<file path="config.mk">
export PLATFORM = sky130hd
export DESIGN_NAME = rmq_sqrt_stage
export DESIGN_NICKNAME = d
export VERILOG_FILES = /design/src/rtl/rmq_pkg.sv /design/src/rtl/rmq_sqrt_stage.sv
export SDC_FILE = /design/constraint.sdc
export NUM_CORES = 1
export LEC_CHECK = 0
export ABC_AREA = 1
export BUFFER_PORTS_ARGS = -buffer_cell sky130_fd_sc_hd__buf_4
export CORE_AREA = 2 2 154 118
export CTS_CLUSTER_SIZE = 40
export DETAILED_ROUTE_END_ITERATION = 10
export DIE_AREA = 0 0 156 120
export GPL_ROUTABILITY_DRIVEN = 0
export HOLD_SLACK_MARGIN = 0.15
export SLEW_MARGIN = 10
export SYNTH_ARGS = -nofsm -noshare
export SYNTH_HDL_FRONTEND = slang
export SYNTH_SLANG_ARGS = --single-unit
</file>
<file path="constraint.sdc">
create_clock -name clk -period 4.7 [get_ports clk]
set_input_delay 0.235 -clock clk [delete_from_list [all_inputs] [get_ports clk]]
set_output_delay 0.235 -clock clk [all_outputs]
set_load 0.1 [all_outputs]
</file>
<file path="src/rtl/rmq_pkg.sv">
// ----------------------------------------------------------------------------
// Rotation matrix to quaternion: shared types and constants
// Word widths, pipeline depths and the stage payload structs.
// ----------------------------------------------------------------------------
package rmq_pkg;

  localparam int FRAC_BITS  = 14;
  localparam int DW         = 16;
  localparam int NUM_W      = DW + 1;
  localparam int RAD_W      = 17;
  localparam int X_W        = 32;
  localparam int ROOT_W     = 16;
  localparam int REM_W      = 17;
  localparam int N_W        = 31;
  localparam int DSH_W      = 32;
  localparam int Q_W        = 16;
  localparam int LANES      = 3;
  localparam int SQ_STAGES  = 8;
  localparam int DIV_STAGES = 8;
  localparam int IN_W       = 9 * DW;
  localparam int OUT_W      = 4 * DW;

  // Which quaternion component is the dominant one (taken from the root).
  localparam logic [1:0] DOM_W = 2'd0;
  localparam logic [1:0] DOM_X = 2'd1;
  localparam logic [1:0] DOM_Y = 2'd2;
  localparam logic [1:0] DOM_Z = 2'd3;

  typedef struct packed {
    logic [X_W-1:0]              x;
    logic [REM_W-1:0]            rem;
    logic [ROOT_W-1:0]           root;
    logic [LANES-1:0][NUM_W-1:0] num;
    logic [1:0]                  dom;
  } sq_t;

  typedef struct packed {
    logic [N_W-1:0]   rem;
    logic [DSH_W-1:0] dsh;
    logic [Q_W-1:0]   q;
    logic             neg;
    logic             ovf;
  } lane_t;

  typedef struct packed {
    lane_t [LANES-1:0] lane;
    logic [DW-1:0]     dom_val;
    logic [1:0]        dom;
    logic              degen;
  } dv_t;

endpackage

</file>
<file path="src/rtl/rmq_sqrt_stage.sv">
// ----------------------------------------------------------------------------
// Square root stage
// Two digit-by-digit integer square root steps, then a register.
// ----------------------------------------------------------------------------
module rmq_sqrt_stage (
  input  logic         clk,
  input  logic         rst_n,
  input  logic         en,
  input  logic         in_v,
  input  rmq_pkg::sq_t in_d,
  output logic         out_v,
  output rmq_pkg::sq_t out_d
);
  import rmq_pkg::*;

  logic out_v_r;
  sq_t  out_d_r, mid, out_d_nxt;

  function automatic sq_t sq_step(sq_t s);
    logic [REM_W+1:0] r2;
    logic [REM_W+1:0] trial;
    sq_t              o;
    o     = s;
    r2    = {s.rem, s.x[X_W-1 -: 2]};
    trial = (REM_W+2)'({s.root, 2'b01});
    if (r2 >= trial) begin
      o.rem  = REM_W'(r2 - trial);
      o.root = {s.root[ROOT_W-2:0], 1'b1};
    end else begin
      o.rem  = r2[REM_W-1:0];
      o.root = {s.root[ROOT_W-2:0], 1'b0};
    end
    o.x = s.x << 2;
    return o;
  endfunction

  always_comb begin
    mid       = sq_step(in_d);
    out_d_nxt = sq_step(mid);
  end

  always_ff @(posedge clk) begin
    if (!rst_n) begin
      out_v_r <= 1'b0;
    end else if (en) begin
      out_v_r <= in_v;
    end
  end

  always_ff @(posedge clk) begin
    if (en) begin
      out_d_r <= out_d_nxt;
    end
  end

  assign out_v = out_v_r;
  assign out_d = out_d_r;
endmodule

</file>
==> impl_metrics.toml <==
[pwr]
power_mw = 4.43
power.leakage_nw = 4.18
peakVddDrop_uv = 217
power.density_nw_per_um2 = 475

[finish]
nets = 1016
post-route-util = 0.540
antennaDiodeCount = 0
final_common_cell = "buf_4"
fill_cells = 1451
final_cell_mix = "buf_4, edfxtp_1, nand2_1, dlygate4sd3_1, inv_1"
final_layout_size_suffix_gt1_frac = 0.362
final_area_um2 = 9340
syn2layout_area_growth_pct = 62.7
fin_cells = 1091

[yosys]
yosysTopAreaCellShare = 0.597
ys_seq_elements = 115
yosysTopAreaCell = "edfxtp_1"
synthTopCellsByArea = "edfxtp_1, ha_1, nand2_1, inv_1, a21oi_1"
syn_inst = 509
synth-seq-area-share = 0.600
syn_avg_cell_area_um2 = 11.3
yosys_warnings = 0
synth_flop_cell = "edfxtp_1"
async_reset_ff_frac = 0
synth_area_um2 = 5740
synth_edf_count = 114
synth_cell_types = 44

[timing]
worst_slew_pin_slew_ns = 0.957
slew_headroom = 0.362
post-route-min-period_ns = 4.25
skew_ns = 0
fin_setup_tns_ns = 0
clock.fmax_ghz = 0.235
setup_viol = 0
layout_setup_ws_ns = 0.446
rsz0062_at_grt = "false"
whs_ns = 0.172
hold_viol = 0
period_share = 0.905
finalMaxSlewViolations = 0

[run]
cap_viol_max_count = 0

[critical_path]
start_kind = "input pin"
ff2ff_setup_slack_ns = 3.50
worstReg2RegStart = "out_v$_SDFFE_PN0P_"
worstReg2RegEnd = "out_v$_SDFFE_PN0P_"
cp_data_arrival_time_ns = 4.41
cpPeakStageDelay_ns = 0.53
worstSetupPathType = "in -> reg"
crit_path_frequent_cell = "nand2_2"
r2r_cells = 3
crit_buf_inv = 5
crit_chain = "dlygate4sd3_1, buf_4, inv_1, ha_1, nand2_1, nor2_1, nand3_1, nor2_1, nor2_2, nand2_4, clkinvlp_2, o21ai_1, ha_1, nand2_1, o21ai_0, a21oi_1, o21ai_4, nand2_2, nand2_2, nand2_2, nand2_4, inv_6, o21ai_2"
worst_path_max_delay_cell = "dlygate4sd3_1"
worstPathMaxFanout = 23
end_kind = "flop"
cp.required_ns = 4.85
path_delay_family = "simple AND/OR/NAND/NOR gates"

[route]
via_count = 5115
drc = 0
wire_per_inst_um = 16.6
firstDrtPassIters = 5
drt-total-wl_um = 18100
ant_nets = 0
viasPerCell = 4.69
drtIter0Drc = 309

[grt]
overflow = 0
grt_pass1_wl_um = 27800
antenna_found_initial = 0
grt_use_total = 0.195
grt_pass1_vias = 5252
grt_max_degree = 77

[clock_tree]
cts.clk_slew.worst_paths_ns = 0.06
cts_buffers = 17
cts.path.max_buffers = 2
insertion_delay_ns = 0.40
clock_sinks = 115
cts_max_level = 4
cts_tree = "built"
cts_root_buf = "clkbuf_16"
post_cts_buffers = 0

[min_path]
min-delay-start = "in_d[114]"
hold-path-cell-count = 2
min_path_type = "in -> reg"
min_to = "out_d[69]$_DFFE_PP_"

[die]
die_w_um = 156
placementRows = 42
die_y_um = 120
num_io_pins = 241
initial_utilization = 0.332
core_um2 = 17300
die-area_um2 = 18700

[place]
placed_cell_area_um2 = 7710
pre_cts_ws_ns = 0.310
place.detailed.hpwl_um = 13200
port_buffers = 236
dpl.cell_count = 959

[outcome]
status = "finished, final reports clean"
## sequential cells by signal, indices dropped and copies added (netlist names)
register	count
out_v	1
out_d	114
## power by group
part	leakage (nW)	internal, mW	switching [mW]
Sequential	1.12	1.27	0.0327
Combinational	2.75	0.460	1.31
Clock	0.302	0.851	0.507
Total	4.18	2.58	1.85
## final cells by class
class	instances	area (um^2)	area share
Clock buffer	17	425	0.0456
Timing Repair inverter	2	12.5	0.00134
Inverter	59	230	0.0247
Tap cell	220	275	0.0295
Sequential cell	115	3440	0.369
Clock inverter	15	196	0.0210
Timing Repair Buffer	335	2760	0.296
Multi-Input combinational cell	328	1990	0.213
## cells by family after synthesis
kind of cell | Yosys count | synth area share
AO/OA/AOI/OAI | 85 | 0.0896
XOR/XNOR | 23 | 0.0351
adder cells (fa/ha/maj) | 36 | 0.0785
buffers and inverters | 69 | 0.0565
flip-flops | 115 | 0.600
other | 1 | 0.000654
AND/OR/NAND/NOR | 180 | 0.140
## layer usage
layer	share of wire	global-route usage	wire length (um)	up-vias
met2	0.48	0.326	8630	241
met4	0.019	0.0596	340	0
li1	-	-	-	2464
met5	0	0	0	-
met1	0.42	0.243	7630	2384
met3	0.084	0.0592	1530	26
## Yosys cell counts (2+ instances only)
cell type	number
edfxtp_1	114
or2_2	2
xnor2_1	11
nand2_2	15
o21ai_2	10
nand3_1	22
a21oi_1	28
inv_2	4
nor2_2	3
o21ai_0	26
nor3_1	4
ha_1	36
o21ai_1	5
buf_4	5
nand2_1	98
a31oi_1	3
nand2_4	3
nor2_1	27
inv_1	54
buf_12	2
nand4_1	2
a21o_1	2
xor2_1	12
## worst max path at each step
stage | start | end | cells after the start
6_report | in_d[63] | out_d[77]$_DFFE_PP_ | 23
4_1_cts | in_d[63] | out_d[77]$_DFFE_PP_ | 24
3_3_place_gp | in_d[58] | out_d[77]$_DFFE_PP_ | 23
3_5_place_dp | in_d[63] | out_d[77]$_DFFE_PP_ | 23
2_1_floorplan | in_d[63] | out_d[75]$_DFFE_PP_ | 28
5_1_grt | in_d[54] | out_d[77]$_DFFE_PP_ | 26
## repair_timing
item                                   in CTS  in global routing
hold buffers                               98                  0
resized for setup                           0                 13
endpoints found under the hold margin      97                  0
setup endpoints to repair                   0                 17
Power figures use the tool's default switching activity.
