### config.mk
export PLATFORM = sky130hd
export DESIGN_NAME = rmq_prep
export DESIGN_NICKNAME = d
export VERILOG_FILES = /design/src/rtl/rmq_pkg.sv /design/src/rtl/rmq_prep.sv
export SDC_FILE = /design/constraint.sdc
export NUM_CORES = 1
export LEC_CHECK = 0
export ABC_AREA = 1
export BUFFER_PORTS_ARGS = -buffer_cell sky130_fd_sc_hd__buf_4
export CAP_MARGIN = 0
export CORE_AREA = 4 4 227 229
export DETAILED_ROUTE_END_ITERATION = 16
export DIE_AREA = 0 0 231 233
export SLEW_MARGIN = 20
export SYNTH_ARGS = -nofsm -noshare
export SYNTH_HDL_FRONTEND = slang
export SYNTH_SLANG_ARGS = --single-unit
### constraint.sdc
create_clock -name clk -period 3.8 [get_ports clk]
set_clock_uncertainty 0.2 [all_clocks]
set_input_delay 0.38 -clock clk [delete_from_list [all_inputs] [get_ports clk]]
set_output_delay 0.38 -clock clk [all_outputs]
set_load 0.005 [all_outputs]
### src/rtl/rmq_pkg.sv
// ----------------------------------------------------------------------------
// Rotation matrix to quaternion: shared types and constants
// Word widths, pipeline depths and the stage payload structs.
// ----------------------------------------------------------------------------
package rmq_pkg;

  localparam int FRAC_BITS  = 14;
  localparam int DW         = 16;
  localparam int NUM_W      = DW + 1;
  localparam int RAD_W      = 17;
  localparam int X_W        = 32;
  localparam int ROOT_W     = 16;
  localparam int REM_W      = 17;
  localparam int N_W        = 31;
  localparam int DSH_W      = 32;
  localparam int Q_W        = 16;
  localparam int LANES      = 3;
  localparam int SQ_STAGES  = 8;
  localparam int DIV_STAGES = 8;
  localparam int IN_W       = 9 * DW;
  localparam int OUT_W      = 4 * DW;

  // Which quaternion component is the dominant one (taken from the root).
  localparam logic [1:0] DOM_W = 2'd0;
  localparam logic [1:0] DOM_X = 2'd1;
  localparam logic [1:0] DOM_Y = 2'd2;
  localparam logic [1:0] DOM_Z = 2'd3;

  typedef struct packed {
    logic [X_W-1:0]              x;
    logic [REM_W-1:0]            rem;
    logic [ROOT_W-1:0]           root;
    logic [LANES-1:0][NUM_W-1:0] num;
    logic [1:0]                  dom;
  } sq_t;

  typedef struct packed {
    logic [N_W-1:0]   rem;
    logic [DSH_W-1:0] dsh;
    logic [Q_W-1:0]   q;
    logic             neg;
    logic             ovf;
  } lane_t;

  typedef struct packed {
    lane_t [LANES-1:0] lane;
    logic [DW-1:0]     dom_val;
    logic [1:0]        dom;
    logic              degen;
  } dv_t;

endpackage

### src/rtl/rmq_prep.sv
// ----------------------------------------------------------------------------
// Front stage
// Trace test, dominant axis choice, radicand and the three numerators.
// ----------------------------------------------------------------------------
module rmq_prep (
  input  logic                     clk,
  input  logic                     rst_n,
  input  logic                     en,
  input  logic                     in_v,
  input  logic [rmq_pkg::IN_W-1:0] in_d,
  output logic                     out_v,
  output rmq_pkg::sq_t             out_d
);
  import rmq_pkg::*;

  logic signed [DW-1:0]    m00, m01, m02, m10, m11, m12, m20, m21, m22;
  logic signed [DW+1:0]    trace;
  logic signed [DW+2:0]    rad_s;
  logic signed [DW+2:0]    one_s;
  logic signed [NUM_W-1:0] n0, n1, n2;
  logic [1:0]              dom;
  logic [RAD_W-1:0]        rad;
  logic                    out_v_r;
  sq_t                     out_d_r, out_d_nxt;

  always_comb begin
    m00 = in_d[0*DW +: DW];
    m01 = in_d[1*DW +: DW];
    m02 = in_d[2*DW +: DW];
    m10 = in_d[3*DW +: DW];
    m11 = in_d[4*DW +: DW];
    m12 = in_d[5*DW +: DW];
    m20 = in_d[6*DW +: DW];
    m21 = in_d[7*DW +: DW];
    m22 = in_d[8*DW +: DW];
    one_s = (DW+3)'(1) <<< FRAC_BITS;
    trace = (DW+2)'(m00) + (DW+2)'(m11) + (DW+2)'(m22);
    if (trace > 0) begin
      dom   = DOM_W;
      rad_s = (DW+3)'(trace) + one_s;
      n0    = NUM_W'(m21) - NUM_W'(m12);
      n1    = NUM_W'(m02) - NUM_W'(m20);
      n2    = NUM_W'(m10) - NUM_W'(m01);
    end else if (m22 > m00 && m22 > m11 || m22 > m00 && m11 <= m00) begin
      // Lower index wins ties on the diagonal.
      dom   = DOM_Z;
      rad_s = (DW+3)'(m22) - (DW+3)'(m00) - (DW+3)'(m11) + one_s;
      n0    = NUM_W'(m10) - NUM_W'(m01);
      n1    = NUM_W'(m02) + NUM_W'(m20);
      n2    = NUM_W'(m12) + NUM_W'(m21);
    end else if (m11 > m00) begin
      dom   = DOM_Y;
      rad_s = (DW+3)'(m11) - (DW+3)'(m22) - (DW+3)'(m00) + one_s;
      n0    = NUM_W'(m02) - NUM_W'(m20);
      n1    = NUM_W'(m21) + NUM_W'(m12);
      n2    = NUM_W'(m01) + NUM_W'(m10);
    end else begin
      dom   = DOM_X;
      rad_s = (DW+3)'(m00) - (DW+3)'(m11) - (DW+3)'(m22) + one_s;
      n0    = NUM_W'(m21) - NUM_W'(m12);
      n1    = NUM_W'(m10) + NUM_W'(m01);
      n2    = NUM_W'(m20) + NUM_W'(m02);
    end
    rad = (rad_s < 0) ? '0 : rad_s[RAD_W-1:0];
    out_d_nxt.x    = X_W'({rad, {FRAC_BITS{1'b0}}});
    out_d_nxt.rem  = '0;
    out_d_nxt.root = '0;
    out_d_nxt.num  = {n2, n1, n0};
    out_d_nxt.dom  = dom;
  end

  always_ff @(posedge clk) begin
    if (!rst_n) begin
      out_v_r <= 1'b0;
    end else if (en) begin
      out_v_r <= in_v;
    end
  end

  always_ff @(posedge clk) begin
    if (en) begin
      out_d_r <= out_d_nxt;
    end
  end

  assign out_v = out_v_r;
  assign out_d = out_d_r;
endmodule

==> impl_metrics.ini <==
[worst_setup_path]
cp-start-kind = primary input
reg2reg_slack_ns = 2.92
critPathRequiredTime_ns = 3.70
slowest_delay_ns = 0.51
critPathKind = primary input to register
cp-end-kind = register
cp.arrival_ns = 3.79
crit_fanout = 8
crit_slowest_cell = fa_1

[synthesis]
yosysUniqueCellTypes = 50
ys_seq_area_frac = 0.123
syn_avg_cell_area_um2 = 6.75
synth_area_um2 = 17200
synth_cells = 2548
synth_edf_count = 70
ys_ff_latch = 71
synthArstFlopShare = 0
synth_warnings = 0
synth_flop_cell = edfxtp_1

[floorplan]
fp-row-count = 82
ios = 267
die_area_um2 = 53800
core_um2 = 49700
die-width_um = 231
dieHeight_um = 233
start_util = 0.346

[pwr]
total_power_mw = 8.95
peakVddDrop_mv = 0.251
p_leak_nw = 12.1
power-per-cell-area_nw_per_um2 = 405

[final_layout]
antenna_cells = 0
finalNetCount = 3511
design_area_um2 = 22100
syn_to_final_growth_pct = 28.5
final_util = 0.445
fillCellCount = 5256
drive_gt1_frac = 0.203

[clock_tree]
cts_tree = yes
cts_buffers = 9
htree_levels = 3
clk_latency_ns = 0.34
cts_root_buf = clkbuf_16
hold_buffers = 0
clockBufferDepth = 2
clkTransAtPathRegs_ns = 0.06
cts_sinks = 71

[timing]
max_slew_margin = 0.330
slew_viol_final = 0
rsz0062_at_grt = true
hold_viol_final = 0
worst_slack_ns = -0.0835
worst_slew_pin_slew_ns = 1.00
fmax_mhz = 257
fin_crit_ns = 3.88
finalSetupViolCount = 68
fin_crit_sh = 1.02
finalSetupTns_ns = -2.79

[detailed_routing]
dr.pass1.iters = 6
wire_per_inst_um = 17.1
via_per_inst = 4.82
drt-total-wl_um = 62800
num_vias = 17700
first_iter_violations = 1562
drc = 0
postRouteAntennaNets = 0

[place]
hpwl_um = 54400
pre_cts_slack_ns = -0.632
postPlaceCellArea_um2 = 21400
routabilityCongestion = 0.940
port_buffers = 218

[global_route]
grt_most_used_layer = met2
grt.overflow.total = 0
grt_pass1_wl_um = 95700
grt_usage = 0.225
grt_util_met1 = 0.346
grt_pass1_vias = 17000
grt_max_degree = 73
use_met2 = 0.350
antenna_found_initial = 0
met3_usage = 0.0215

[run_status]
violations = setup timing
status = finished, violations left

[run]
drv_cap = 0

[min_path]
hold_class = primary input to register
-- path summary, 6_finish.rpt --
| kind | start | to | cells past startpoint |
|---|---|---|---|
| setup / recovery | in_d[1] | out_d[112]$_SDFFCE_PP0P_ | 26 |
| hold / removal | in_v | out_v$_SDFFE_PN0P_ | 3 |
| setup reg to reg | out_v$_SDFFE_PN0P_ | out_v$_SDFFE_PN0P_ | 2 |
| hold reg to reg | out_v$_SDFFE_PN0P_ | out_v$_SDFFE_PN0P_ | 2 |
-- sequential cells by signal, summed over array words and instances, names as in the netlist --
signal and flops:
out_d 70, out_v 1
-- through the flow --
step / cells / hold WS, ns
2_1_floorplan: 2595 / 0.273
4_1_cts: 3663 / 0.0670
6_report: 3670 / 0.0800
5_1_grt: 3670 / 0.0825
3_5_place_dp: 3642 / 0.344
3_3_place_gp: 3642 / 0.328
-- cell usage after synthesis (23+ instances only) --
cell type	number	share of area
nand4_1	23	0.0084
nor2_1	155	0.034
clkbuf_1	37	0.0081
nand2_1	709	0.15
xor2_1	97	0.049
nor3_1	24	0.0070
fa_1	78	0.091
o21ai_1	25	0.0073
ha_1	292	0.21
a21oi_1	147	0.043
nand3_1	162	0.047
edfxtp_1	70	0.12
o21bai_1	27	0.012
buf_4	53	0.023
inv_1	379	0.083
o21ai_0	119	0.035
-- cell families (layout without fill, tap and decap cells) --
family | Yosys count | count (layout) | synth area share
other | 1 | 48 | 0.000218
flip-flops | 71 | 71 | 0.123
buffers and inverters | 501 | 903 | 0.124
AO/OA/AOI/OAI | 370 | 370 | 0.119
AND/OR/NAND/NOR | 1119 | 1120 | 0.271
adder cells (fa/ha/maj) | 370 | 370 | 0.303
XOR/XNOR | 116 | 116 | 0.0591
-- final cells by class --
class	instances	area [µm²]	area share
clock inverters	6	93.8	0.00425
multi-input cells	2024	13400	0.606
clock buffers	10	229	0.0104
well taps	672	841	0.0380
inverters	384	1450	0.0658
repair buffers	503	3980	0.180
flip-flops and latches	71	2120	0.0960
-- metal layers --
layer / wire (µm) / part of all wire
met1: 31000 / 0.49
met2: 27000 / 0.43
met3: 4160 / 0.066
met4: 621 / 0.0099
met5: 0 / 0
-- critical path, delay by kind of cell --
| kind | cells | cell delay (ns) |
|---|---|---|
| xor+xnor | 1 | 0.17 |
| fa+ha+maj | 4 | 1.31 |
| buf+inv | 4 | 0.32 |
| simple gates | 17 | 1.58 |
-- placed cells by master (no fill, tap or decap), types with 48 or more instances in the layout --
cell type	n
nand2_1	692
buf_4	482
inv_1	371
ha_1	285
nand3_1	154
nor2_1	152
a21oi_1	145
o21ai_0	103
xor2_1	96
fa_1	76
edfxtp_1	70
conb_1	48
-- repair_timing --
item,in CTS,in global routing
resized for setup,39,32
setup buffers,4,5
setup endpoints to repair,69,70
cloned,1,2
pin swaps,6,21
-- power breakdown --
part | switching, mW | leakage, nW | internal, mW
combinational | 3.71 | 11.3 | 2.77
clock | 0.370 | 0.153 | 0.580
sequential | 0.218 | 0.689 | 1.30
Power figures use the tool's default switching activity.
