==> config.mk <==
export PLATFORM = sky130hd
export DESIGN_NAME = rmq_div_stage
export DESIGN_NICKNAME = d
export VERILOG_FILES = /design/src/rtl/rmq_pkg.sv /design/src/rtl/rmq_div_stage.sv
export SDC_FILE = /design/constraint.sdc
export NUM_CORES = 1
export LEC_CHECK = 0
export ABC_AREA = 1
export BUFFER_PORTS_ARGS = -buffer_cell sky130_fd_sc_hd__buf_2
export CELL_PAD_IN_SITES_DETAIL_PLACEMENT = 1
export CELL_PAD_IN_SITES_GLOBAL_PLACEMENT = 1
export CORE_MARGIN = 5
export CORE_UTILIZATION = 36
export CTS_CLUSTER_DIAMETER = 60
export DETAILED_ROUTE_END_ITERATION = 8
export PLACE_DENSITY = 0.8
export SETUP_SLACK_MARGIN = 0.02
export SYNTH_ARGS = -nofsm -noshare
export SYNTH_HDL_FRONTEND = slang
export SYNTH_SLANG_ARGS = --single-unit
==> constraint.sdc <==
create_clock -name clk -period 4.11 [get_ports clk]
set_clock_uncertainty 0.05 [all_clocks]
set_input_delay 0.822 -clock clk [delete_from_list [all_inputs] [get_ports clk]]
set_output_delay 0.822 -clock clk [all_outputs]
set_load 0.005 [all_outputs]
==> src/rtl/rmq_pkg.sv <==
// ----------------------------------------------------------------------------
// Rotation matrix to quaternion: shared types and constants
// Word widths, pipeline depths and the stage payload structs.
// ----------------------------------------------------------------------------
package rmq_pkg;

  localparam int FRAC_BITS  = 14;
  localparam int DW         = 16;
  localparam int NUM_W      = DW + 1;
  localparam int RAD_W      = 17;
  localparam int X_W        = 32;
  localparam int ROOT_W     = 16;
  localparam int REM_W      = 17;
  localparam int N_W        = 31;
  localparam int DSH_W      = 32;
  localparam int Q_W        = 16;
  localparam int LANES      = 3;
  localparam int SQ_STAGES  = 8;
  localparam int DIV_STAGES = 8;
  localparam int IN_W       = 9 * DW;
  localparam int OUT_W      = 4 * DW;

  // Which quaternion component is the dominant one (taken from the root).
  localparam logic [1:0] DOM_W = 2'd0;
  localparam logic [1:0] DOM_X = 2'd1;
  localparam logic [1:0] DOM_Y = 2'd2;
  localparam logic [1:0] DOM_Z = 2'd3;

  typedef struct packed {
    logic [X_W-1:0]              x;
    logic [REM_W-1:0]            rem;
    logic [ROOT_W-1:0]           root;
    logic [LANES-1:0][NUM_W-1:0] num;
    logic [1:0]                  dom;
  } sq_t;

  typedef struct packed {
    logic [N_W-1:0]   rem;
    logic [DSH_W-1:0] dsh;
    logic [Q_W-1:0]   q;
    logic             neg;
    logic             ovf;
  } lane_t;

  typedef struct packed {
    lane_t [LANES-1:0] lane;
    logic [DW-1:0]     dom_val;
    logic [1:0]        dom;
    logic              degen;
  } dv_t;

endpackage

==> src/rtl/rmq_div_stage.sv <==
// ----------------------------------------------------------------------------
// Divider stage
// Two restoring division steps on each of the three lanes, then a register.
// ----------------------------------------------------------------------------
module rmq_div_stage (
  input  logic         clk,
  input  logic         rst_n,
  input  logic         en,
  input  logic         in_v,
  input  rmq_pkg::dv_t in_d,
  output logic         out_v,
  output rmq_pkg::dv_t out_d
);
  import rmq_pkg::*;

  logic out_v_r;
  dv_t  out_d_r, out_d_nxt;

  function automatic lane_t div_step(lane_t s);
    lane_t o;
    o = s;
    if (DSH_W'(s.rem) >= s.dsh) begin
      o.rem = s.rem - s.dsh[N_W-1:0];
      o.q   = {s.q[Q_W-2:0], 1'b1};
    end else begin
      o.q   = {s.q[Q_W-2:0], 1'b0};
    end
    o.dsh = s.dsh >> 1;
    return o;
  endfunction

  always_comb begin
    out_d_nxt = in_d;
    for (int l = 0; l < LANES; l++) begin
      out_d_nxt.lane[l] = div_step(div_step(in_d.lane[l]));
    end
  end

  always_ff @(posedge clk) begin
    if (!rst_n) begin
      out_v_r <= 1'b0;
    end else if (en) begin
      out_v_r <= in_v;
    end
  end

  always_ff @(posedge clk) begin
    if (en) begin
      out_d_r <= out_d_nxt;
    end
  end

  assign out_v = out_v_r;
  assign out_d = out_d_r;
endmodule

==> results of run 1 <==
-- kinds of logic after synthesis --
family | after synthesis
AO/OA/AOI/OAI | 325
AND/OR/NAND/NOR | 1999
buffers and inverters | 630
adder cells (fa/ha/maj) | 192
other | 1
flip-flops | 257
XOR/XNOR | 87
-- metal layers --
layer  GRT usage  GRT overflow
met5      0.5324             1
met4      0.6956            14
met3      0.6691            22
met2      0.8886             7
met1      0.7365             1
-- per-stage QoR --
step	instances	instance area (um^2)	setup TNS [ns]	worst slack, ns
2_1_floorplan	3496	23720	0	0.03258
4_1_cts	5862	36650	0	0.01713
3_3_place_gp	5770	34190	-51.87	-0.6575
3_5_place_dp	5770	34190	-72.81	-0.9275
-- synthesized netlist by cell type (all sizes together) --
cell,number
a21boi,1
a21o,7
a21oi,194
and2,44
buf,44
conb,1
dfxtp,1
edfxtp,256
fa,6
ha,186
inv,586
nand2,1339
nand3,274
nand3b,25
nand4,25
nor2,234
nor3,23
nor4,2
o211ai,5
o21a,32
o21ai,73
o21bai,13
or2,33
xnor2,35
xor2,52
-- repair_timing --
action | CTS
hold endpoints to repair | 0
endpoints found under the setup margin | 96
pin swaps | 35
setup buffers | 16
resized for setup | 214
gates cloned | 3
==> impl_metrics.ini, run 1 <==
[synthesis]
syn-cell-area_um2 = 23630
synthTopCellsByArea = edfxtp_1 (33%), nand2_1 (21%), ha_1 (9.8%)
synth_cell_types = 40
synth_fa_ha_area_frac = 0.1036
synth_top_area_share = 0.3253
synthSimpleGateAreaFrac = 0.3533
ys_warn_count = 0
synth.largest_area_cell = edfxtp_1
synth_compound_area_frac = 0.07528
synth_seq_area_share = 0.3261
syn_area_per_cell_um2 = 6.770
synth_top_family_by_area = simple AND/OR/NAND/NOR gates
syn_inst = 3491
synth_xor_area_frac = 0.03224
ys_ff_latch = 257
muxShareOfSynthArea = 0

[floorplanning]
num_rows = 94
io_pins = 529
fp.dieH_um = 266.2
start_util = 0.3614
die_x_um = 266.2

[clock_tree]
clock-root-buffer = clkbuf_16
cts_made_buffers = 40
htree_levels = 2
holdBufCountCts = 0
clock_sinks = 257
clock_path_buffers = 3

[outcome]
stop_stage = global routing (5_1_grt)
firstError = [ERROR GRT-0232] Routing congestion too high. Check the congestion heatmap in the GUI.
outcome = stopped before the end

[timing]
worst_endpoint_kind = register data pin
crit_endpoint = out_d[95]$_DFFE_PP_/D

[placement]
hpwlAfterDp_mm = 96.94
numPortBuffers = 516
gp_congestion = 0.9536

[global_route]
grt_use_total = 0.7537
grt_max_degree = 83
antenna_found_initial = 45
globalRouteOverflowTotal = 45
==> run 2, diff against run 1 <==
- CELL_PAD_IN_SITES_DETAIL_PLACEMENT: 1 -> default
- CELL_PAD_IN_SITES_GLOBAL_PLACEMENT: 1 -> default
- CORE_UTILIZATION: 36 -> 25
- CTS_CLUSTER_DIAMETER: 60 -> default
- PLACE_DENSITY: 0.8 -> default
- PLACE_DENSITY_LB_ADDON: default -> 0.15
- SETUP_SLACK_MARGIN: 0.02 -> default
- clock period: 4.11 -> 5.3 ns (I/O delays scaled with it)
==> impl_metrics.ini, run 2 <==
[route]
wl_per_cell_um = 17.26
drt_first_iter_violations = 1410
antenna_left = 0
drt-met1-wl_mm = 42.27
drc_errors = 0
post_drt_via_cell_ratio = 4.379
met2_length_mm = 44.39
drt_wl_total_mm = 94.21
dr.pass1.iters = 6
route.met3.wl_mm = 4.819
vias = 23900
highest_layer = met4

[floorplanning]
fp.dieH_um = 317.5
die_x_um = 317.5
io_pins = 529
core_region_area_um2 = 93610
dieArea_um2 = 100800
num_rows = 112
start_util = 0.2525

[pwr]
p_per_area_nw_per_um2 = 292.8
leakagePower_nw = 16.06
ir_worst_vdd_mv = 0.2119
power.total_mw = 8.799

[global_route]
globalRouteOverflowTotal = 0
grt_pass1_vias = 23550
grt_pass1_wl_mm = 140.5
grt_use_total = 0.1791
antenna_found_initial = 6
grt_max_degree = 92

[synthesis]
syn_area_per_cell_um2 = 6.770
ys_warn_count = 0
synth_edf_count = 256
synth_xor_area_frac = 0.03224
syn_inst = 3491
ys.flop_type = edfxtp_1
synth_compound_area_frac = 0.07528
async_reset_ff_frac = 0
syn-cell-area_um2 = 23630
synthTopCellsByArea = edfxtp_1 (33%), nand2_1 (21%), ha_1 (9.8%)
synthSimpleGateAreaFrac = 0.3533
synth_cell_types = 40
synth_fa_ha_area_frac = 0.1036
synth_seq_area_share = 0.3261
synth.most_common_cell = nand2_1
synth.largest_area_cell = edfxtp_1
muxShareOfSynthArea = 0
synth_top_area_share = 0.3253
synth_commonest_cells = nand2_1 (1330), inv_1 (579), nand3_1 (269)
ys_ff_latch = 257
synth_top_family_by_area = simple AND/OR/NAND/NOR gates

[setup_path]
critPathArrivalTime_ns = 5.17
crit-reg2reg-launch = out_v
path_common_cell = nand2_1
rrSetupSlack_ns = 4.61
critPathRequiredTime_ns = 5.66
startpoint_type = primary input
rr_worst_depth = 2
worstSetupEndpointType = flip-flop
r2r-end = out_v
slowest_delay_ns = 0.41
critical_path_class = in -> reg
path_max_fanout = 19
worstSetupStartpoint = in_d[231]
crit_slowest_cell = fa_1

[timing]
setup_viol = 0
hold_violations = 0
period_needed_ns = 4.810
grt_setup_unrepaired = no
slew_headroom = 0.5308
fin_crit_sh = 0.9076
fmax_mhz = 207.9
finalMaxSlewViolations = 0
tightest_slew_ns = 0.7038
setup_slack_ns = 0.4897

[clock_tree]
cts_tree = built
cts_resized = 0
post-cts-setup-buffers = 0
htree_levels = 2
insertion_delay_ns = 0.57
cts_made_buffers = 36
clock_sinks = 257
holdBufCountCts = 0
clock-root-buffer = clkbuf_16
clock_path_buffers = 3
cts.clk_slew.worst_paths_ns = 0.06

[final_layout]
final_util = 0.3210
fillers = 10560
syn_to_final_growth_pct = 27.15
layout_common_cells = nand2_1 (1330), inv_1 (579), buf_2 (515)
layout_commonest_cell = nand2_1
drive_gt1_frac = 0.1895
nNetsFinal = 4634
largest_reg_flops = 256

[run]
cap_violations = 0

[min_path]
whs_endpoint = out_v
hold_path.startpoint = out_v
min_path_type = reg -> reg
min_path_cells = 2

[placement]
pre_cts_slack_ns = -0.1385
gp_congestion = 0.9001
hpwlAfterDp_mm = 81.55
numPortBuffers = 516

[outcome]
outcome = finished clean
[run 2: cell counts after synthesis]
Identical to the previous run, type by type.
[run 2: routing by layer]
layer / vias up / GRT usage
met4: 0 / 0.05084
met1: 10690 / 0.2311
met3: 110 / 0.03025
li1: 12490 / -
met2: 604 / 0.3094
met5: - / 0
[run 2: worst max-delay path by stage]
| stage | to | slack [ns] | depth (start not counted) |
|---|---|---|---|
| final | out_d[257] | 0.49 | 30 |
| after global routing | out_d[261] | 0.11 | 30 |
| after global placement | out_d[257] | -0.14 | 30 |
| after detailed placement | out_d[257] | -0.14 | 30 |
| after floorplan | out_d[248] | 0.84 | 26 |
| after CTS | out_d[257] | 0.48 | 30 |
[run 2: critical path: cells and delay by family]
family / cells / cell delay, ns
AO/OA/AOI/OAI: 2 / 0.36
buffers and inverters: 8 / 1.06
AND/OR/NAND/NOR: 17 / 1.81
adder cells (fa/ha/maj): 3 / 0.84
[run 2: metrics by stage]
step	instances	cell area (um^2)	TNS (ns)	hold slack [ns]
3_5_place_dp	5392	28850	-0.6350	0.4853
3_3_place_gp	5392	28850	-0.6319	0.4769
5_1_grt	5456	30050	0	0.5268
2_1_floorplan	3496	23650	0	0.4748
4_1_cts	5454	30040	0	0.4994
6_report	5458	30050	0	0.4947
[run 2: power by group]
group	internal, mW	switching, mW
clock network	1.52	0.982
registers	2.59	0.0595
logic	1.37	2.27
total	5.48	3.31
[run 2: area by class of cell]
class / count / area, um^2 / share of cell area
Tap cell: 1254 / 1569 / 0.05221
Inverter: 586 / 2202 / 0.07328
Antenna cell: 4 / 10.01 / 0.0003331
Clock inverter: 21 / 254.0 / 0.008452
Timing Repair Buffer: 686 / 4006 / 0.1333
Multi-Input combinational cell: 2609 / 13360 / 0.4446
Sequential cell: 257 / 7707 / 0.2565
Clock buffer: 41 / 940.9 / 0.03131
[run 2: cell families after synthesis]
logic type                 after synthesis
other                                    1
AOI/OAI and AO/OA                      325
DFF                                    257
adders and majority gates              192
xor gates and xnor gates                87
and+or+nand+nor                       1999
buffers and inverters                  630
Power figures use the tool's default switching activity.
==> run 3, diff against run 2 <==
- CORE_ASPECT_RATIO: default -> 0.7
==> impl_metrics.ini, run 3 (synthesis results as in run 2) <==
[route]
post_drt_via_cell_ratio = 4.444
drc_errors = 0
vias = 24150
drt_wl_total_mm = 99.18
drt_first_iter_violations = 1945
dr.pass1.iters = 6
antenna_left = 0
wl_per_cell_um = 18.25

[global_route]
grt_pass1_wl_mm = 144.1
grt_max_degree = 107
globalRouteOverflowTotal = 0
antenna_found_initial = 12
grt_use_total = 0.1887
grt_pass1_vias = 22830

[clock_tree]
clock-root-buffer = clkbuf_16
post-cts-setup-buffers = 0
cts_made_buffers = 31
clock_sinks = 257
cts.clk_slew.worst_paths_ns = 0.06
holdBufCountCts = 0
cts_tree = built
insertion_delay_ns = 0.62
cts_resized = 0
clock_path_buffers = 3
htree_levels = 1

[final_layout]
drive_gt1_frac = 0.1860
final_util = 0.3173
layout_common_cells = nand2_1 (1330), inv_1 (579), buf_2 (515)
syn_to_final_growth_pct = 25.99
nNetsFinal = 4617
layout_commonest_cell = nand2_1
postLayoutCellArea_um2 = 29780
largest_reg_flops = 256
fillers = 10480

[timing]
slew_headroom = 0.4421
setup_slack_ns = 0.5753
grt_setup_unrepaired = no
hold_violations = 0
setup_viol = 0
tightest_slew_ns = 0.8368
fmax_mhz = 211.7
period_needed_ns = 4.725
fin_crit_sh = 0.8914
finalMaxSlewViolations = 0

[placement]
hpwlAfterDp_mm = 85.81
post_dp_cell_area_um2 = 28710
numPortBuffers = 516
pre_cts_slack_ns = -0.03068
gp_congestion = 0.9467

[setup_path]
crit-reg2reg-launch = out_v
rr_worst_depth = 2
path_max_fanout = 33
critPathRequiredTime_ns = 5.62
path_delay_family = simple AND/OR/NAND/NOR gates
rrSetupSlack_ns = 4.60
path_buf_inv = 6
critical_path_class = in -> reg
startpoint_type = primary input
slowest_delay_ns = 0.39
crit_slowest_cell = ha_1
path_common_cell = nand2_1
r2r-end = out_v
critPathArrivalTime_ns = 5.04
worstSetupEndpointType = flip-flop

[min_path]
min_path_type = reg -> reg
whs_endpoint = out_v
min_path_cells = 2
hold_path.startpoint = out_v

[run]
cap_violations = 0

[floorplanning]
num_rows = 94
core_region_area_um2 = 93860
io_pins = 529
die_x_um = 377.5
dieArea_um2 = 100900
fp.dieH_um = 267.2
start_util = 0.2518

[pwr]
intPower_mw = 5.285
leakagePower_nw = 15.93
pwr-share-comb = 0.428
switching_share = 0.3885
p_switching_mw = 3.357
ir_worst_vdd_mv = 0.2197
p_per_area_nw_per_um2 = 290.3
seqPwrFrac = 0.307
p_clk_frac = 0.265

[outcome]
outcome = finished clean
[run 3: cell count changes in the layout (fill, tap and decap cells not counted), sizes merged]
| cell | before | now |
|---|---|---|
| inv | 592 | 589 |
| clkinv | 9 | 7 |
| buf | 686 | 674 |
| clkinvlp | 1 | 0 |
[run 3: through the flow]
| stage | setup TNS (ns) | hold WS, ns | instances | total power [mW] |
|---|---|---|---|---|
| final | 0 | 0.4844 | 5434 | 8.643 |
| after floorplan | 0 | 0.4748 | 3496 | 4.809 |
| after detailed placement | -0.3621 | 0.4789 | 5374 | 6.358 |
| after CTS | 0 | 0.4810 | 5430 | 8.740 |
| after global routing | 0 | 0.4955 | 5434 | 9.269 |
| after global placement | -0.8012 | 0.4762 | 5374 | 6.368 |
[run 3: worst reg2reg max path, stage by stage (launching register included)]
cell	delay [ns]
dfxtp_1	0.30
o21ai_0	0.15
a21oi_1	0.06
[run 3: cell type report]
class | instances | area [um^2] | share of cell area
Clock buffer | 41 | 833.3 | 0.02799
Clock inverter | 15 | 222.7 | 0.007480
Antenna cell | 4 | 10.01 | 0.0003362
Multi-Input combinational cell | 2609 | 13360 | 0.4487
Inverter | 586 | 2202 | 0.07396
Tap cell | 1248 | 1562 | 0.05244
Timing Repair Buffer | 674 | 3879 | 0.1303
Sequential cell | 257 | 7707 | 0.2588
[run 3: worst max-delay path by stage]
stage	from	end	slack, ns	depth (start not counted)
floorplan	in_d[231]	out_d[248]	0.84	26
global placement	in_d[214]	out_d[242]	-0.05	25
detailed placement	in_d[214]	out_d[246]	-0.03	25
CTS	in_d[214]	out_d[244]	0.65	25
global route	in_d[69]	out_d[93]	0.24	28
finish	in_d[214]	out_d[256]	0.58	25
[run 3: power groups by stage]
stage               Sequential (mW)  Combinational (mW)  Clock [mW]
detailed placement             2.70                3.66           0
CTS                            2.66                3.67        2.41
floorplan                      2.74                2.06           0
global route                   2.68                4.10        2.48
finish                         2.66                3.70        2.29
global placement               2.70                3.67           0
[run 3: per-layer routing]
| metal | vias up | track usage | wire (um) | part of all wire |
|---|---|---|---|---|
| met1 | 10990 | 0.2915 | 50580 | 0.51 |
| met2 | 647 | 0.2738 | 40430 | 0.41 |
| li1 | 12430 | - | - | - |
| met4 | 4 | 0.03624 | 1905 | 0.019 |
| met3 | 77 | 0.03279 | 6247 | 0.063 |
| met5 | - | 0 | 22 | 0.00022 |
