## src/rtl/rmq_pkg.sv

```systemverilog
// ----------------------------------------------------------------------------
// Rotation matrix to quaternion: shared types and constants
// Word widths, pipeline depths and the stage payload structs.
// ----------------------------------------------------------------------------
package rmq_pkg;

  localparam int FRAC_BITS  = 14;
  localparam int DW         = 16;
  localparam int NUM_W      = DW + 1;
  localparam int RAD_W      = 17;
  localparam int X_W        = 32;
  localparam int ROOT_W     = 16;
  localparam int REM_W      = 17;
  localparam int N_W        = 31;
  localparam int DSH_W      = 32;
  localparam int Q_W        = 16;
  localparam int LANES      = 3;
  localparam int SQ_STAGES  = 8;
  localparam int DIV_STAGES = 8;
  localparam int IN_W       = 9 * DW;
  localparam int OUT_W      = 4 * DW;

  // Which quaternion component is the dominant one (taken from the root).
  localparam logic [1:0] DOM_W = 2'd0;
  localparam logic [1:0] DOM_X = 2'd1;
  localparam logic [1:0] DOM_Y = 2'd2;
  localparam logic [1:0] DOM_Z = 2'd3;

  typedef struct packed {
    logic [X_W-1:0]              x;
    logic [REM_W-1:0]            rem;
    logic [ROOT_W-1:0]           root;
    logic [LANES-1:0][NUM_W-1:0] num;
    logic [1:0]                  dom;
  } sq_t;

  typedef struct packed {
    logic [N_W-1:0]   rem;
    logic [DSH_W-1:0] dsh;
    logic [Q_W-1:0]   q;
    logic             neg;
    logic             ovf;
  } lane_t;

  typedef struct packed {
    lane_t [LANES-1:0] lane;
    logic [DW-1:0]     dom_val;
    logic [1:0]        dom;
    logic              degen;
  } dv_t;

endpackage

```

## src/rtl/rmq_div_setup.sv

```systemverilog
// ----------------------------------------------------------------------------
// Divider setup stage
// Forms dividend, divisor and overflow flag for each lane from the root, plus the dominant value and degenerate flag.
// ----------------------------------------------------------------------------
module rmq_div_setup (
  input  logic         clk,
  input  logic         rst_n,
  input  logic         en,
  input  logic         in_v,
  input  rmq_pkg::sq_t in_d,
  output logic         out_v,
  output rmq_pkg::dv_t out_d
);
  import rmq_pkg::*;

  logic             out_v_r;
  dv_t              out_d_r, out_d_nxt;
  logic [ROOT_W:0]  r_inc;
  logic [DSH_W-1:0] dsh0;

  always_comb begin
    logic [NUM_W-1:0] absn;
    logic [N_W-1:0]   nn;
    r_inc = {1'b0, in_d.root} + (ROOT_W+1)'(1);
    // Divisor is twice the root, aligned to the top quotient bit.
    dsh0  = DSH_W'({in_d.root, 1'b0, {(Q_W-1){1'b0}}});
    out_d_nxt.dom_val = r_inc[ROOT_W:1];
    out_d_nxt.dom     = in_d.dom;
    out_d_nxt.degen   = (in_d.root == '0);
    for (int l = 0; l < LANES; l++) begin
      out_d_nxt.lane[l].neg = in_d.num[l][NUM_W-1];
      absn = in_d.num[l][NUM_W-1] ? (~in_d.num[l] + NUM_W'(1)) : in_d.num[l];
      nn   = N_W'({absn, {FRAC_BITS{1'b0}}}) + N_W'(in_d.root);
      out_d_nxt.lane[l].rem = nn;
      out_d_nxt.lane[l].dsh = dsh0;
      out_d_nxt.lane[l].q   = '0;
      out_d_nxt.lane[l].ovf = (DSH_W'(nn) >= dsh0);
    end
  end

  always_ff @(posedge clk) begin
    if (!rst_n) begin
      out_v_r <= 1'b0;
    end else if (en) begin
      out_v_r <= in_v;
    end
  end

  always_ff @(posedge clk) begin
    if (en) begin
      out_d_r <= out_d_nxt;
    end
  end

  assign out_v = out_v_r;
  assign out_d = out_d_r;
endmodule

```

## config.mk

```make
export PLATFORM = sky130hd
export DESIGN_NAME = rmq_div_setup
export DESIGN_NICKNAME = d
export VERILOG_FILES = /design/src/rtl/rmq_pkg.sv /design/src/rtl/rmq_div_setup.sv
export SDC_FILE = /design/constraint.sdc
export NUM_CORES = 1
export LEC_CHECK = 0
export ABC_AREA = 1
export BUFFER_PORTS_ARGS = -buffer_cell sky130_fd_sc_hd__buf_4
export CAP_MARGIN = 30
export CORE_AREA = 10 10 143 145
export CTS_BUF_LIST = sky130_fd_sc_hd__clkbuf_4 sky130_fd_sc_hd__clkbuf_8
export DETAILED_ROUTE_END_ITERATION = 10
export DIE_AREA = 0 0 153 155
export PLACE_DENSITY = 0.8
export SKIP_LAST_GASP = 1
export SYNTH_ARGS = -nofsm -noshare
export SYNTH_HDL_FRONTEND = slang
export SYNTH_SLANG_ARGS = --single-unit
```

## constraint.sdc

```tcl
create_clock -name clk -period 10 [get_ports clk]
set_input_delay 1.5 -clock clk [delete_from_list [all_inputs] [get_ports clk]]
set_output_delay 1.5 -clock clk [all_outputs]
set_load 0.05 [all_outputs]
```

==> metrics, run 1 <==
Warnings, synthesis 0; Num CTS Buffers 9; largest net degree at the start of global routing 70; fin cells 1,409; Final Max Tran Viols 0; worst hold path class reg2reg; most frequent CP cell nand2_1; floorplan row count 49; crit-path max cell delay 350 ps; Yosys cell types 42; first-pass GRT wire length 33,700 µm; hpwl dp 18,700 µm; CP startpoint kind input pin; placed cells 1,393; Via density 4.70; DR DRC count 0; clock sinks 93; sequential area share after synthesis 0.342; Crit Path Max Fanout 3; Fmax 0.226 GHz; routability cong. 0.880; worst clock skew 0 ps; worst slew pin tran 879 ps; Port Buf Inserts 239; Detailed Route Iter0 Violations 337; CORE AREA 17,700 µm²; Hold Violations, Final 0; Critical Path RT 10,240 ps; Post-CTS Setup Bufs 0; Crit path max-delay family simple AND/OR/NAND/NOR gates; H-tree depth 3; post-route ant nets 0; Peak VDD IR 0.0895 mV; CP max-delay cell nor4_1; setup TNS 0 ps; worst path cell trace buf_4, inv_1, ha_1, nand2_1, o21ai_0, ha_1, a21oi_1, a21oi_1, nand2_1, nor2_1, nand2_1, nor2_1, nand2_1, xor2_1, ha_1, nand2_1, nor2_1, nand3_1, nor4_1, nand4_1, nand3_1; Critical Path Sink Type flip-flop; fillers 1,686; total track usage 0.176; #FFs+latches synth 93; RSZ-0062 raised after global routing false; layout cells sized above 1 0.254; final wirelength 22,200 µm; Post-Place Setup Slack 5230 ps; final-stage net count 1,356; Max Cap Viol 0; CP Buf/Inv Count 2; Synth Instances 1,006; die width 153 µm; Post-Place Cell Area 9260 µm²; status finished, final reports clean; Hold-fix buffers, CTS 0; clock-pin slew on the worst setup and hold paths 90 ps; CP Data Arrival Time 4670 ps; crit share post-route 0.443; Slew HR 0.414; post-route setup slack 5570 ps; CTS tree done; n_diodes 0; vias in the first global route 6,493; GRT overflow 0; Die Ht 155 µm; mapped cell area 8140 µm²; final instance area 9480 µm²; Most used DFF post-synth edfxtp_1; antenna violations before repair 0; drt pass-1 iters 5; io pins 385; CTS Buffer Depth 2; initial core utilization 0.461; die area 23,700 µm²; post-CTS sizing 0; Leakage 0.00482 µW; WL/cell 15.8 µm; Root Buffer clkbuf_8; P per Cell Area 145 nW/µm²; P&R area growth vs syn 16.5%; final core occ 0.537; EDFF count, synth 92; ys async rst share 0; via count 6,625; setup violators final 0; worst-skew pair later-pin latency 360 ps; Period minus WS final 4430 ps; critical path type in2reg; Syn Area/Cell 8.10 µm²
[layout by cell type, fill, tap and decap left out, types with 2 or more instances in the layout]
cell	Yosys	routed
edfxtp_1	92	92
xor2_2	2	2
or4_1	2	2
fa_1	3	3
inv_1	110	110
nand2_1	237	237
nand3_1	67	67
o21ai_1	7	7
inv_2	5	5
xor2_1	33	33
nor4_1	4	4
nand4_1	24	24
a221oi_1	2	2
xnor2_1	9	9
a21oi_2	2	2
o21bai_1	2	2
ha_1	56	56
o21ai_0	15	15
nand3_2	4	4
nor2_1	65	65
o211ai_1	2	2
bufinv_16	0	2
nand3b_1	13	13
nor2_4	5	5
conb_1	1	96
nor3_1	5	5
clkbuf_8	0	9
nand2_2	12	12
a21oi_1	31	31
nor2_2	7	7
o21ai_2	2	2
clkinvlp_4	0	4
buf_4	174	240
[cell families after synthesis]
family,Yosys count,synth area share
other,1,0.000460
buffers and inverters,292,0.216
xor gates and xnor gates,44,0.0492
AOI/OAI and AO/OA,67,0.0467
and+or+nand+nor,450,0.253
adders and majority gates,59,0.0934
DFF,93,0.342
[synthesized netlist by cell type, drive strengths merged, types with 2 or more instances]
cell      n  share of area
fa        3         0.0074
edfxtp   92           0.34
nand3b   13          0.012
buf     177           0.16
o21bai    2         0.0018
ha       56          0.086
xnor2     9         0.0097
a21oi    33          0.021
o211ai    2         0.0018
inv     115          0.053
nand2   250           0.12
nor4      5         0.0046
a221oi    2         0.0022
xor2     35          0.039
nand3    71          0.046
nand4    24          0.018
a21boi    2         0.0023
nor2     78          0.045
o21ai    24          0.016
or4       2         0.0018
nor3      6         0.0043
[worst reg2reg max path, cell delays in order, from the launching register on]
cell	delay, ps
dfxtp_1	310
o21ai_0	160
a21oi_1	60
[per-stage QoR]
stage | hold slack, ps | total power [µW]
floorplan | 753 | 989
detailed placement | 537 | 1110
finish | 551 | 1380
global route | 586 | 1450
CTS | 554 | 1390
global placement | 531 | 1100
[report_power, final]
part / leakage [µW] / total, µW / switching (µW) / internal (µW)
sequential: 0.000906 / 492 / 19.0 / 473
clock: 0.0000981 / 280 / 139 / 141
combinational: 0.00381 / 605 / 453 / 152
total: 0.00482 / 1380 / 611 / 766
[layer usage]
metal / routed length [µm] / vias to the layer above / track usage / share of wire
li1: - / 3358 / - / -
met1: 9010 / 2972 / 0.197 / 0.41
met2: 11200 / 264 / 0.317 / 0.50
met3: 1490 / 31 / 0.0408 / 0.067
met4: 551 / 0 / 0.0668 / 0.025
met5: 0 / - / 0 / 0
[registers in the layout (all words and copies together), names as in the netlist]
signal  flops
out_v       1
out_d      92
[layout make-up]
type / instances / area (µm²) / share of cell area
clock buffers: 9 / 124 / 0.0131
flip-flops and latches: 93 / 2780 / 0.293
inverters: 115 / 432 / 0.0455
repair buffers: 240 / 1800 / 0.190
clock inverters: 7 / 98.8 / 0.0104
well taps: 229 / 287 / 0.0302
multi-input cells: 716 / 3960 / 0.417
[worst paths after layout]
path / startpoint / to / slack (ps) / cells after the start
min reg2reg: out_v / out_v / 550 / 2
max: in_d[19] / out_d[100] / 5570 / 21
min: out_v / out_v / 550 / 2
max reg2reg: out_v / out_v / 9330 / 2
Power figures use the tool's default switching activity.
==> run 2, diff against run 1 <==
CORE_AREA = 10 10 148 150   (was 10 10 143 145)
DIE_AREA = 0 0 158 160   (was 0 0 153 155)
PLACE_DENSITY = 0.78   (was 0.8)
clock period = 3.9 ns   (was 10 ns; I/O delays follow)
==> run 2 against run 1 <==
Global-route usage down 0.30 points; sequential share of layout area up 0.058 points; sequential power rose to 2.6 times the previous value; critical path depth unchanged; flip-flop and latch count unchanged; worst hold slack worse by 170 ps; final cell count up 0.64%; largest cell class unchanged; non-clock buffer count up 1.
==> metrics, run 2 (synthesis gave the netlist of run 1 again) <==
status finished, final reports clean; CP Buf/Inv Count 2; Port Buf Inserts 239; most frequent CP cell nand2_1; fin cells 1,418; clock sinks 93; max FFs per register 92; io pins 385; Period minus WS final 3420 ps; CP max-delay cell ha_1; worst slew pin tran 918 ps; Peak VDD IR 0.130 mV; Crit Path Max Fanout 3; total track usage 0.173; commonest non-fill, non-tap cell in the layout buf_4; initial core utilization 0.427; post-CTS sizing 0; Leakage 0.00482 µW; P per Cell Area 365 nW/µm²; Hold Violations, Final 0; Detailed Route Iter0 Violations 318; Post-Place Setup Slack 63.0 ps; met2 GRT Util 0.305; Root Buffer clkbuf_8; CTS Buffer Depth 2; Post-Place Cell Area 9280 µm²; crit share post-route 0.878; routability cong. 0.898; worst hold path class in2reg; Via density 4.76; cells on worst reg2reg path 2; Slew HR 0.382; via count 6,753; worst clock skew 0 ps; RSZ-0062 raised after global routing false; final-stage net count 1,357; post-route setup slack 475 ps; worst-skew pair later-pin latency 370 ps; drt pass-1 iters 5; Crit path max-delay family simple AND/OR/NAND/NOR gates; die area 25,300 µm²; final core occ 0.496; CTS tree done; Die Ht 160 µm; setup TNS 0 ps; largest net degree at the start of global routing 50; Critical Path RT 4150 ps; critical path type in2reg; H-tree depth 3; GRT overflow 0; hpwl dp 19,300 µm; Fmax 0.292 GHz; Max Cap Viol 0; vias in the first global route 6,679; Post-CTS Setup Bufs 0; fillers 1,853; grt met1 use 0.190; n_diodes 0; CP Data Arrival Time 3670 ps; clock-pin slew on the worst setup and hold paths 90 ps; CP startpoint kind input pin; antenna violations before repair 0; area used by multi-input combinational logic 3970 µm²; placed cells 1,403; post-route ant nets 0; final instance area 9470 µm²; Hold-fix buffers, CTS 0; crit-path max cell delay 320 ps; Reg area 2780 µm²; M3 GR Usage 0.0494; CP Depth 21; Critical Path Sink Type flip-flop; floorplan row count 51; Final Max Tran Viols 0; first-pass GRT wire length 34,400 µm; commonest non-fill, non-tap cells in the layout 241 x buf_4, 237 x nand2_1, 110 x inv_1; CORE AREA 19,100 µm²; layout cells sized above 1 0.253; hold path depth 1; P&R area growth vs syn 16.2%; DR DRC count 0; final wirelength 23,200 µm; WL/cell 16.4 µm; grt peak-use layer met2; Num CTS Buffers 9; die width 158 µm; worst path cell trace buf_4, inv_1, ha_1, nand2_1, o21ai_0, ha_1, a21oi_1, a21oi_1, nand2_1, nor2_1, nand2_1, nor2_1, nand2_1, xor2_1, ha_1, nand2_1, nor2_1, nand3_1, nor4_2, nand4_1, nand3_1; setup violators final 0
run 2: cell type report:
| cell class | count | area share |
|---|---|---|
| clock buffer | 9 | 0.0131 |
| clock inverter | 6 | 0.00582 |
| inverter | 115 | 0.0456 |
| multi-input combinational | 716 | 0.419 |
| sequential | 93 | 0.294 |
| tap | 238 | 0.0315 |
| timing repair buffer | 241 | 0.191 |
run 2: final timing paths:
check | start | endpoint | slack, ps
worst max-delay path | in_d[19] | out_d[100] | 480
worst min-delay path | in_d[0] | out_d[1] | 380
worst max register to register | out_v | out_v | 3260
worst min register to register | out_v | out_v | 540
run 2: where the power goes:
part | internal, µW | switching (µW)
clock network | 286 | 341
logic | 391 | 1180
registers | 1210 | 46.8
run 2: per-layer routing:
layer | routed length, µm | vias up
met1 | 9130 | 3049
li1 | - | 3368
met4 | 549 | 0
met3 | 2090 | 33
met2 | 11500 | 303
met5 | 0 | -
run 2: per-stage QoR:
step	total power, µW	hold slack (ps)
finish	3450	380
global route	3630	362
CTS	3480	360
global placement	2820	523
floorplan	2540	678
detailed placement	2850	534
run 2: worst reg2reg max path, stage by stage (launching register included):
cell,delay (ps)
dfxtp_1,320
o21ai_0,150
a21oi_1,50
==> run 3, diff against run 2 <==
==> constraint.sdc (replaced) <==
create_clock -name clk -period 3.9 [get_ports clk]
set_input_delay 0.39 -clock clk [delete_from_list [all_inputs] [get_ports clk]]
set_output_delay 0.39 -clock clk [all_outputs]
set_load 0.05 [all_outputs]
==> run 3 against run 2 <==
Register-to-register slack hardly changed; fmax is 4.6% higher; sequential power hardly changed; non-clock buffer count is 1 higher; die area stayed put; clock skew stayed put; power is 3.2% higher; final cell count is 0.14% higher; first-iteration DRC count is 5.3% lower; flip-flop and latch count stayed put; worst hold slack worse by 200 ps; critical path type unchanged; critical endpoint is now out_d[181]; highest routed layer unchanged.
==> metrics, run 3 (synthesis gave the netlist of run 1 again) <==
total track usage 0.175; floorplan row count 51; n_diodes 0; crit share post-route 0.839; io pins 385; hold path depth 1; Reg area 2780 µm²; Critical Path RT 4020 ps; P per Cell Area 374 nW/µm²; fillers 1,830; clock sinks 93; Hold-fix buffers, CTS 0; CTS tree done; GRT overflow 0; drt pass-1 iters 5; layout cells sized above 1 0.255; P&R area growth vs syn 16.9%; hold-critical path endpoint out_d[1]; RSZ-0062 raised after global routing false; Detailed Route Iter0 Violations 301; commonest non-fill, non-tap cells in the layout 241 x buf_4, 237 x nand2_1, 110 x inv_1; overall power 3560 µW; vias in the first global route 6,803; cells on worst reg2reg path 2; Via density 4.75; Root Buffer clkbuf_8; worst slew pin tran 844 ps; post-route ant nets 0; Slew HR 0.432; status finished, final reports clean; final-stage net count 1,358; Post-CTS Setup Bufs 0; Worst R2R Start out_v; Max Cap Viol 0; post-CTS sizing 0; Peak VDD IR 0.169 mV; DR DRC count 0; CP startpoint kind input pin; CP Data Arrival Time 3390 ps; worst clock skew 0 ps; max FFs per register 92; setup violators final 0; die area 25,300 µm²; die width 158 µm; H-tree depth 3; reg2reg end out_v; hpwl dp 19,200 µm; Port Buf Inserts 239; via count 6,750; hold wc startpoint in_d[0]; Final Max Tran Viols 0; Hold Violations, Final 0; CORE AREA 19,100 µm²; worst hold path class in2reg; final wirelength 23,400 µm; CTS Buffer Depth 2; Fmax 0.306 GHz; routability cong. 0.899; clock-pin slew on the worst setup and hold paths 90 ps; Num CTS Buffers 9; setup TNS 0 ps; initial core utilization 0.427; largest net degree at the start of global routing 77; critical path type in2reg; WL/cell 16.5 µm; worst-skew pair later-pin latency 380 ps; first-pass GRT wire length 35,200 µm; Critical Path Sink Type flip-flop; area used by multi-input combinational logic 3960 µm²; Leakage 0.00485 µW; Die Ht 160 µm; reg2reg setup slack 3250 ps; commonest non-fill, non-tap cell in the layout buf_4; Crit Path Max Fanout 5; Period minus WS final 3270 ps; antenna violations before repair 0
run 3: stage by stage:
step	setup slack [ps]	instances	hold WS (ps)	util	instance area [µm²]
after floorplan	589	1101	483	-	8500
after global placement	294	1403	523	0.486	9280
after detailed placement	214	1403	538	0.486	9280
after CTS	629	1419	150	0.498	9500
after global routing	272	1420	159	0.499	9520
final	627	1420	175	0.499	9520
run 3: cell type report:
cell class / count / area share
clock buffer: 10 / 0.0138
clock inverter: 6 / 0.00907
inverter: 115 / 0.0454
multi-input combinational: 716 / 0.416
sequential: 93 / 0.292
tap: 238 / 0.0313
timing repair buffer: 242 / 0.192
run 3: worst max-delay path by stage:
stage	depth (start not counted)	slack (ps)	end	from
finish	19	630	out_d[181]	in_d[37]
global route	23	270	out_d[181]	in_d[37]
CTS	21	630	out_d[100]	in_d[19]
detailed placement	18	210	out_d[100]	in_d[19]
global placement	18	290	out_d[100]	in_d[19]
floorplan	18	590	out_d[100]	in_d[35]
run 3: worst max-delay path, cell delays in order:
cell and delay [ps]:
buf_4 110, inv_1 100, ha_1 240, nand2_1 60
o21ai_0 150, ha_1 330, a21o_1 110, nand3_1 110
nor2_1 180, nand2_1 110, nor2_4 150, nand2_4 90
nor2_8 120, xor2_2 200, ha_1 280, a21oi_1 140
o21ai_0 100, a221oi_1 270, nand3_1 150
run 3: power breakdown:
part	internal, µW	switching [µW]	leakage, µW
Sequential	1210	46.9	0.000906
Combinational	393	1180	0.00383
Clock	369	368	0.000112
run 3: per-layer routing:
layer / vias to the layer above / share of wire / global-route usage
met3: 31 / 0.092 / 0.0497
met5: - / 0 / 0
met1: 3065 / 0.39 / 0.191
met4: 0 / 0.023 / 0.0653
li1: 3372 / - / -
met2: 282 / 0.50 / 0.313
